==> src/hdl/sfsg_pkg.sv <==
// Shared types and constants for the steering frame sync generator.
`timescale 1ns / 1ps
package sfsg_pkg;

	localparam int FRAME_BYTES = 4;
	localparam int POS_W       = 2;
	localparam int INTRO_W     = 4;
	localparam int STEER_W     = 9;

	// One replacement frame, byte 0 goes out first
	typedef logic [FRAME_BYTES-1:0][7:0] frame_t;

	// Fixed off frames, chosen by the received counter bit
	localparam frame_t OFF_FRAME_0 = {8'hC0, 8'hC0, 8'h80, 8'h00};
	localparam frame_t OFF_FRAME_1 = {8'hA0, 8'hC0, 8'h80, 8'h20};

	localparam logic [INTRO_W-1:0] INTRO_RESET = 4'd5;

	// Saturation bounds of the steer value
	localparam logic signed [15:0] STEER_MAX = 16'sd255;
	localparam logic signed [15:0] STEER_MIN = -16'sd256;

	// Flag bits of the steer frame
	localparam logic [2:0] LOW_FLAGS  = 3'b101;
	localparam logic [7:0] FLAG_BYTE  = 8'h80;

endpackage

==> src/hdl/sfsg_frame_builder.sv <==
// Combinational builder of one replacement frame and the next intro count.
`timescale 1ns / 1ps
module sfsg_frame_builder (
	input  logic [7:0]                   rx_byte,
	input  logic                         steer_request,
	input  logic signed [15:0]           apply_steer,
	input  logic [sfsg_pkg::INTRO_W-1:0] intro_cfg,
	input  logic [sfsg_pkg::INTRO_W-1:0] intro_left,
	output sfsg_pkg::frame_t             frame,
	output logic [sfsg_pkg::INTRO_W-1:0] intro_next
);
	import sfsg_pkg::*;

	logic                      cnt_bit;
	logic signed [STEER_W-1:0] steer_sat;
	logic signed [STEER_W-1:0] steer_val;
	logic [7:0]                b0;
	logic [7:0]                b1;
	logic [9:0]                sum;
	logic [7:0]                chk;

	// a frame start always lands on position 0, so the counter bit is fresh
	assign cnt_bit = rx_byte[5];

	// saturate to -256..255
	always_comb begin
		if (apply_steer > STEER_MAX) begin
			steer_sat = STEER_MAX[STEER_W-1:0];
		end else if (apply_steer < STEER_MIN) begin
			steer_sat = STEER_MIN[STEER_W-1:0];
		end else begin
			steer_sat = apply_steer[STEER_W-1:0];
		end
	end

	// zero torque while the intro countdown runs
	assign steer_val = (intro_left != '0) ? '0 : steer_sat;

	// sign and 3 high bits, then 5 low bits with flags
	assign b0  = {2'b00, cnt_bit, 1'b0, steer_val[8], steer_val[7:5]};
	assign b1  = {LOW_FLAGS, steer_val[4:0]};
	assign sum = {2'b00, b0} + {2'b00, b1} + {2'b00, FLAG_BYTE};
	// (512 - sum mod 512) mod 256 is the low byte of the negated sum
	assign chk = 8'(10'd0 - sum);

	// frame select and countdown update
	always_comb begin
		if (!steer_request) begin
			frame      = cnt_bit ? OFF_FRAME_1 : OFF_FRAME_0;
			intro_next = intro_cfg;
		end else begin
			frame      = {chk, FLAG_BYTE, b1, b0};
			intro_next = (intro_left != '0) ? intro_left - 1'b1 : intro_left;
		end
	end

endmodule

==> src/hdl/sfsg_serializer.sv <==
// Pending frame buffer and byte serializer for the output stream.
`timescale 1ns / 1ps
module sfsg_serializer (
	input  logic             clk,
	input  logic             arst_n,
	input  logic             frame_valid,
	output logic             frame_ready,
	input  sfsg_pkg::frame_t frame,
	output logic             m_tvalid,
	input  logic             m_tready,
	output logic [7:0]       m_tdata,
	output logic             m_tlast
);
	import sfsg_pkg::*;

	logic                          pend_valid_q;
	frame_t                        pend_q;
	logic                          out_valid_q;
	frame_t                        out_q;
	logic [$clog2(FRAME_BYTES)-1:0] out_cnt_q;
	logic                          out_xfer;
	logic                          out_done;
	logic                          load_out;
	logic                          pend_take;

	assign out_xfer  = out_valid_q && m_tready;
	assign out_done  = out_xfer && (out_cnt_q == $clog2(FRAME_BYTES)'(FRAME_BYTES - 1));
	assign load_out  = !out_valid_q || out_done;
	assign pend_take = load_out && pend_valid_q;

	assign frame_ready = !pend_valid_q || pend_take;

	assign m_tvalid = out_valid_q;
	assign m_tdata  = out_q[0];
	assign m_tlast  = (out_cnt_q == $clog2(FRAME_BYTES)'(FRAME_BYTES - 1));

	// control: pending slot and output run
	always_ff @(posedge clk or negedge arst_n) begin
		if (!arst_n) begin
			pend_valid_q <= 1'b0;
			out_valid_q  <= 1'b0;
			out_cnt_q    <= '0;
		end else begin
			if (frame_ready) begin
				pend_valid_q <= frame_valid;
			end
			if (load_out) begin
				out_valid_q <= pend_valid_q;
				out_cnt_q   <= '0;
			end else if (out_xfer) begin
				out_cnt_q <= out_cnt_q + 1'b1;
			end
		end
	end

	// payload: frame bytes shift out low byte first
	always_ff @(posedge clk) begin
		if (frame_ready && frame_valid) begin
			pend_q <= frame;
		end
		if (pend_take) begin
			out_q <= pend_q;
		end else if (out_xfer) begin
			out_q <= frame_t'(out_q >> 8);
		end
	end

endmodule

==> src/hdl/steer_frame_sync_generator.sv <==
// Top level: steering frame sync generator.
// Usage:
//  s_* stream: one transaction per received line byte. s_tdata holds
//  rx_byte [7:0] and apply_steer [23:8]; s_tuser is steer_request.
//  A byte with its top two bits clear starts a frame and produces a
//  four-byte replacement frame on the m_* stream; other bytes only move
//  the tracked byte position, latch the counter bit on a wrap to position 0, and produce nothing.
//  m_* stream: m_tdata is tx_byte, m_tlast marks the checksum byte.
//  cfg_we/cfg_data write intro_frames (zero-steer frames after an off frame).
//  Output: an accepted start byte's frame is registered in the pending slot,
//  then in the output register, before m_tvalid rises; the bytes then go out
//  one per cycle while m_tready is high.
//  Rate: a frame leaves one byte at a time over the single output byte lane;
//  input bytes are taken every cycle while the one-frame pending slot is free.
//  Reset: byte position 0, counter bit 0, intro countdown and register 5,
//  output stream empty.
//  Stall: when m_tready is low the current byte holds; once a frame waits in
//  the pending slot behind it, s_tready drops until the output moves on.
`timescale 1ns / 1ps
module steer_frame_sync_generator (
	input  logic                         clk,
	input  logic                         arst_n,
	input  logic                         s_tvalid,
	output logic                         s_tready,
	input  logic [23:0]                  s_tdata,  // rx_byte [7:0], apply_steer [23:8]
	input  logic                         s_tuser,  // steer_request
	output logic                         m_tvalid,
	input  logic                         m_tready,
	output logic [7:0]                   m_tdata,  // tx_byte [7:0]
	output logic                         m_tlast,  // frame_last
	input  logic                         cfg_we,
	input  logic [sfsg_pkg::INTRO_W-1:0] cfg_data
);
	import sfsg_pkg::*;

	logic [7:0]         rx_byte;
	logic signed [15:0] apply_steer;
	logic               start;
	logic               s_xfer;
	logic [POS_W-1:0]   pos_q;
	logic [POS_W-1:0]   pos_next;
	logic               cnt_bit_q;
	logic [INTRO_W-1:0] intro_left_q;
	logic [INTRO_W-1:0] intro_cfg_q;
	logic [INTRO_W-1:0] intro_next;
	frame_t             frame;

	assign rx_byte     = s_tdata[7:0];
	assign apply_steer = s_tdata[23:8];
	assign start       = (rx_byte[7:6] == 2'b00);
	assign s_xfer      = s_tvalid && s_tready;
	assign pos_next    = start ? '0 : pos_q + 1'b1;

	sfsg_frame_builder u_builder (
		.rx_byte       (rx_byte),
		.steer_request (s_tuser),
		.apply_steer   (apply_steer),
		.intro_cfg     (intro_cfg_q),
		.intro_left    (intro_left_q),
		.frame         (frame),
		.intro_next    (intro_next)
	);

	sfsg_serializer u_ser (
		.clk         (clk),
		.arst_n      (arst_n),
		.frame_valid (s_tvalid && start),
		.frame_ready (s_tready),
		.frame       (frame),
		.m_tvalid    (m_tvalid),
		.m_tready    (m_tready),
		.m_tdata     (m_tdata),
		.m_tlast     (m_tlast)
	);

	// line tracking state and configuration register
	always_ff @(posedge clk or negedge arst_n) begin
		if (!arst_n) begin
			pos_q        <= '0;
			cnt_bit_q    <= 1'b0;
			intro_left_q <= INTRO_RESET;
			intro_cfg_q  <= INTRO_RESET;
		end else begin
			if (cfg_we) begin
				intro_cfg_q <= cfg_data;
			end
			if (s_xfer) begin
				pos_q <= pos_next;
				if (pos_next == '0) begin
					cnt_bit_q <= rx_byte[5];
				end
				if (start) begin
					intro_left_q <= intro_next;
				end
			end
		end
	end

	// the input only stalls behind a busy output
	a_stall_busy: assert property (@(posedge clk) disable iff (!arst_n)
		!s_tready |-> m_tvalid)
		else $error("input stalled with empty output");

	// a frame runs on until its checksum byte
	a_frame_cont: assert property (@(posedge clk) disable iff (!arst_n)
		m_tvalid && m_tready && !m_tlast |=> m_tvalid)
		else $error("frame cut short");

	// an off frame reloads the intro countdown
	a_intro_load: assert property (@(posedge clk) disable iff (!arst_n)
		s_xfer && start && !s_tuser && !cfg_we |=> intro_left_q == intro_cfg_q)
		else $error("intro countdown not reloaded");

	// frame starts reset the byte position
	a_pos_start: assert property (@(posedge clk) disable iff (!arst_n)
		s_xfer && start |=> pos_q == '0 && cnt_bit_q == $past(rx_byte[5]))
		else $error("frame start not tracked");

endmodule

==> config.mk <==
export PLATFORM = sky130hd
export DESIGN_NAME = steer_frame_sync_generator
export DESIGN_NICKNAME = d
export VERILOG_FILES = /design/src/hdl/sfsg_pkg.sv /design/src/hdl/sfsg_frame_builder.sv /design/src/hdl/sfsg_serializer.sv /design/src/hdl/steer_frame_sync_generator.sv
export SDC_FILE = /design/constraint.sdc
export NUM_CORES = 1
export LEC_CHECK = 0
export BUFFER_PORTS_ARGS = -buffer_cell sky130_fd_sc_hd__buf_2
export CAP_MARGIN = 20
export CELL_PAD_IN_SITES_DETAIL_PLACEMENT = 0
export CELL_PAD_IN_SITES_GLOBAL_PLACEMENT = 1
export CORE_ASPECT_RATIO = 1.5
export CORE_MARGIN = 3
export CORE_UTILIZATION = 30
export DETAILED_ROUTE_END_ITERATION = 8
export GPL_TIMING_DRIVEN = 0
export HOLD_SLACK_MARGIN = 0.03
export MAX_ROUTING_LAYER = met4
export PLACE_DENSITY = 0.65
export SLEW_MARGIN = 10
export SYNTH_ARGS = -nofsm -noshare
export SYNTH_HDL_FRONTEND = slang
export SYNTH_SLANG_ARGS = --single-unit
==> constraint.sdc <==
create_clock -name clk -period 2.7 [get_ports clk]
set_clock_uncertainty 0.1 [all_clocks]
set_input_delay 0 -clock clk [delete_from_list [all_inputs] [get_ports clk]]
set_output_delay 0 -clock clk [all_outputs]
set_load 0.05 [all_outputs]
==> flow_summary.json <==
{
  "startpoint_type": "flop",
  "grt.busiest_layer": "met2",
  "grt_pass1_wl_microns": 9560,
  "grt_max_degree": 33,
  "drt-initial-drc-count": 54,
  "postRouteAntennaNets": 0,
  "overflow": 0,
  "die_x_microns": 89.1,
  "synthArstFlopShare_pct": 19.0,
  "reg2reg_depth": 12,
  "synth_common_cells": "edfxtp_1 (51), inv_1 (22), and2_1 (21)",
  "grtUsageTotal_pct": 11.3,
  "die_y_microns": 131,
  "ys_seq_area_share_pct": 59.1,
  "dr_total_vias": 1953,
  "hpwl_microns": 3800,
  "initial_core_util_pct": 31.4,
  "cts_tree": "built",
  "critPathCapture": "u_ser.pend_q[29]$_DFFE_PP_",
  "switching_share_pct": 30.8,
  "avgSynthCellArea_sq_um": 13.7,
  "finalPower_mw": 3.82,
  "seq_area_sq_um": 1840,
  "finalMaxSlewViolations": 0,
  "routed_via_density": 4.58,
  "fin_crit_sh_pct": 99.5,
  "synthFlopType": "edfxtp_1",
  "synth_top_area_share_pct": 49.3,
  "drt_wl_total_microns": 5710,
  "use_met3_pct": 3.01,
  "combPwrFrac_pct": 34.7,
  "place.gp.congestion": 0.711,
  "nNetsFinal": 352,
  "synth_most_common_cell": "edfxtp_1",
  "met1_usage_pct": 11.8,
  "cts-htree-levels": 3,
  "cts_buffer_depth": 2,
  "worstSkewPairLatency_ps": 320,
  "yosys.area.top_type": "edfxtp_1",
  "grt_pass1_vias": 1981,
  "finalSetupTns_ps": 0,
  "p_int_mw": 2.64,
  "fill_cells": 948,
  "leakage_nw": 1.65,
  "regToRegStartpoint": "intro_left_q[0]$_DFFE_PN1P_",
  "finalHoldViolations": 0,
  "io_pins": 45,
  "antenna_cells": 0,
  "p_clk_share_pct": 25.8,
  "globalRouteMet2Util_pct": 19.5,
  "hp-class": "in -> async",
  "synth_area_leaders": "edfxtp_1 (49%), dfrtp_1 (6.4%), mux2_4 (5.8%), ha_1 (4.4%), and2_1 (4.2%)",
  "tightest_slew_ps": 796,
  "r2r_end": "u_ser.pend_q[29]$_DFFE_PP_",
  "setup_viol": 0,
  "synth_cell_types": 52,
  "drv_cap": 0,
  "cts_sinks": 63,
  "synth_edf_count": 51,
  "dr.pass1.iters": 4,
  "cp-startpoint": "intro_left_q[0]$_DFFE_PN1P_",
  "status": "complete, no violations",
  "p_seq_share_pct": 39.5,
  "antenna_found_initial": 0,
  "multi_input_area_sq_um": 1130,
  "syn2layout_area_growth_pct": 30.5,
  "fin_crit_ps": 2690,
  "drc": 0,
  "cts_made_buffers": 9,
  "fp.dieArea_sq_um": 11600,
  "drive_above_1_share_pct": 33.1,
  "r2r_slack_ps": 10,
  "synth_cells": 227,
  "clkTransAtPathRegs_ps": 50,
  "p_switching_mw": 1.17,
  "rows": 44,
  "synthesis.nets": 273,
  "critPathKind": "reg -> reg",
  "power.density_nw_per_um2": 941,
  "crit_arrival_ps": 2640,
  "port_buffers": 39,
  "syn_area_sq_um": 3110,
  "cts_root_buf": "clkbuf_16",
  "end_kind": "flop",
  "max-vdd-ir-drop_uv": 341,
  "wl_per_cell_microns": 13.4,
  "worstPathMaxFanout": 11,
  "grt_setup_unrepaired": "yes",
  "fmax_mhz": 372,
  "ys_warn_count": 0,
  "ys_ff_latch": 63,
  "max_slew_margin_pct": 46.9,
  "worstPathRequired_ps": 2650,
  "core-area_sq_um": 9910
}
==> cell usage in the layout (no fill, tap or decap), types with 4 or more instances in the layout <==
cell type / count
dlygate4sd3_1: 26
buf_2: 39
clkbuf_16: 9
a211oi_1: 8
clkbuf_1: 9
dfrtp_1: 8
and2_1: 21
inv_1: 18
edfxtp_1: 51
o211ai_1: 6
nand2_1: 8
ha_1: 9
buf_4: 11
mux2_4: 12
inv_2: 4
dfstp_2: 4
mux2_2: 5
o22ai_1: 4
==> logic make-up (layout without fill, tap and decap cells) <==
| group | after synthesis | count (layout) | share of synthesized area [%] |
|---|---|---|---|
| and+or+nand+nor | 54 | 54 | 10.7 |
| xor gates and xnor gates | 1 | 1 | 0.282 |
| buffers and inverters | 37 | 121 | 6.28 |
| muxes | 19 | 19 | 8.25 |
| adders and majority gates | 12 | 12 | 5.07 |
| DFF | 63 | 63 | 59.1 |
| AOI/OAI and AO/OA | 41 | 41 | 10.4 |
==> final cells by class <==
| cell class | count | share of cell area, % |
|---|---|---|
| plain buffers | 12 | 2.44 |
| flip-flops and latches | 63 | 45.3 |
| multi-input cells | 127 | 27.9 |
| well taps | 115 | 3.55 |
| inverters | 24 | 2.37 |
| repair buffers | 69 | 12.3 |
| clock buffers | 16 | 6.20 |
==> how the worst min path moves through the flow <==
stage / start / endpoint / slack, ps / cells past startpoint
3_3_place_gp: arst_n / u_ser.out_cnt_q[1]$_DFFE_PN0P_ / -200 / 1
6_report: arst_n / intro_left_q[2]$_DFFE_PN1P_ / 120 / 2
5_1_grt: arst_n / intro_left_q[2]$_DFFE_PN1P_ / 140 / 2
2_1_floorplan: arst_n / intro_cfg_q[1]$_DFFE_PN0P_ / -400 / 0
3_5_place_dp: arst_n / u_ser.out_cnt_q[1]$_DFFE_PN0P_ / -210 / 1
4_1_cts: arst_n / intro_left_q[2]$_DFFE_PN1P_ / 120 / 2
==> routing by layer <==
| metal | part of all wire [%] | vias up |
|---|---|---|
| li1 | - | 987 |
| met1 | 40 | 926 |
| met2 | 55 | 29 |
| met3 | 2.8 | 11 |
| met4 | 2.0 | 0 |
| met5 | 0 | - |
==> power groups by stage <==
| stage | Clock, mW | Sequential (mW) | Combinational, mW |
|---|---|---|---|
| 2_1_floorplan | 0 | 1.52 | 0.984 |
| 3_3_place_gp | 0 | 1.52 | 1.20 |
| 3_5_place_dp | 0 | 1.53 | 1.22 |
| 4_1_cts | 1.01 | 1.51 | 1.31 |
| 5_1_grt | 1.06 | 1.54 | 1.47 |
| 6_report | 0.985 | 1.51 | 1.32 |
==> what timing repair did <==
action / CTS / global route
pin swaps: 3 / 2
setup buffers: 4 / 0
hold buffers: 26 / 0
endpoints found under the hold margin: 35 / 0
gates resized for setup: 0 / 8
setup endpoints to repair: 5 / 23
==> worst max-delay path, cell delays in order (launching register included) <==
cell and delay (ps):
dfstp_2 540, inv_2 40, ha_4 150, nor3b_4 150, buf_12 140, o211a_1 120
ha_1 280, inv_2 40, ha_4 160, fa_2 350, a21oi_2 150, or4_1 120
nand4_1 70
==> per-stage QoR <==
step	std cells	util (%)	setup WS, ps	cell area [sq um]	hold slack, ps
after floorplan	227	-	-39.6	3150	-396
after global placement	381	35.2	-258	3490	-205
after detailed placement	381	35.2	-282	3490	-207
after CTS	426	40.6	3.80	4030	116
after global routing	426	40.9	-83.2	4060	135
final	426	40.9	13.4	4060	123
==> sequential cells by signal (all words and copies together), names as in the netlist <==
register and count:
u_ser.out_cnt_q 2, u_ser.pend_valid_q 1, u_ser.out_q 24, u_ser.m_tdata 8, intro_cfg_q 4, u_ser.m_tvalid 1
u_ser.pend_q 19, intro_left_q 4
No activity file was read; power rests on OpenSTA's default activity.
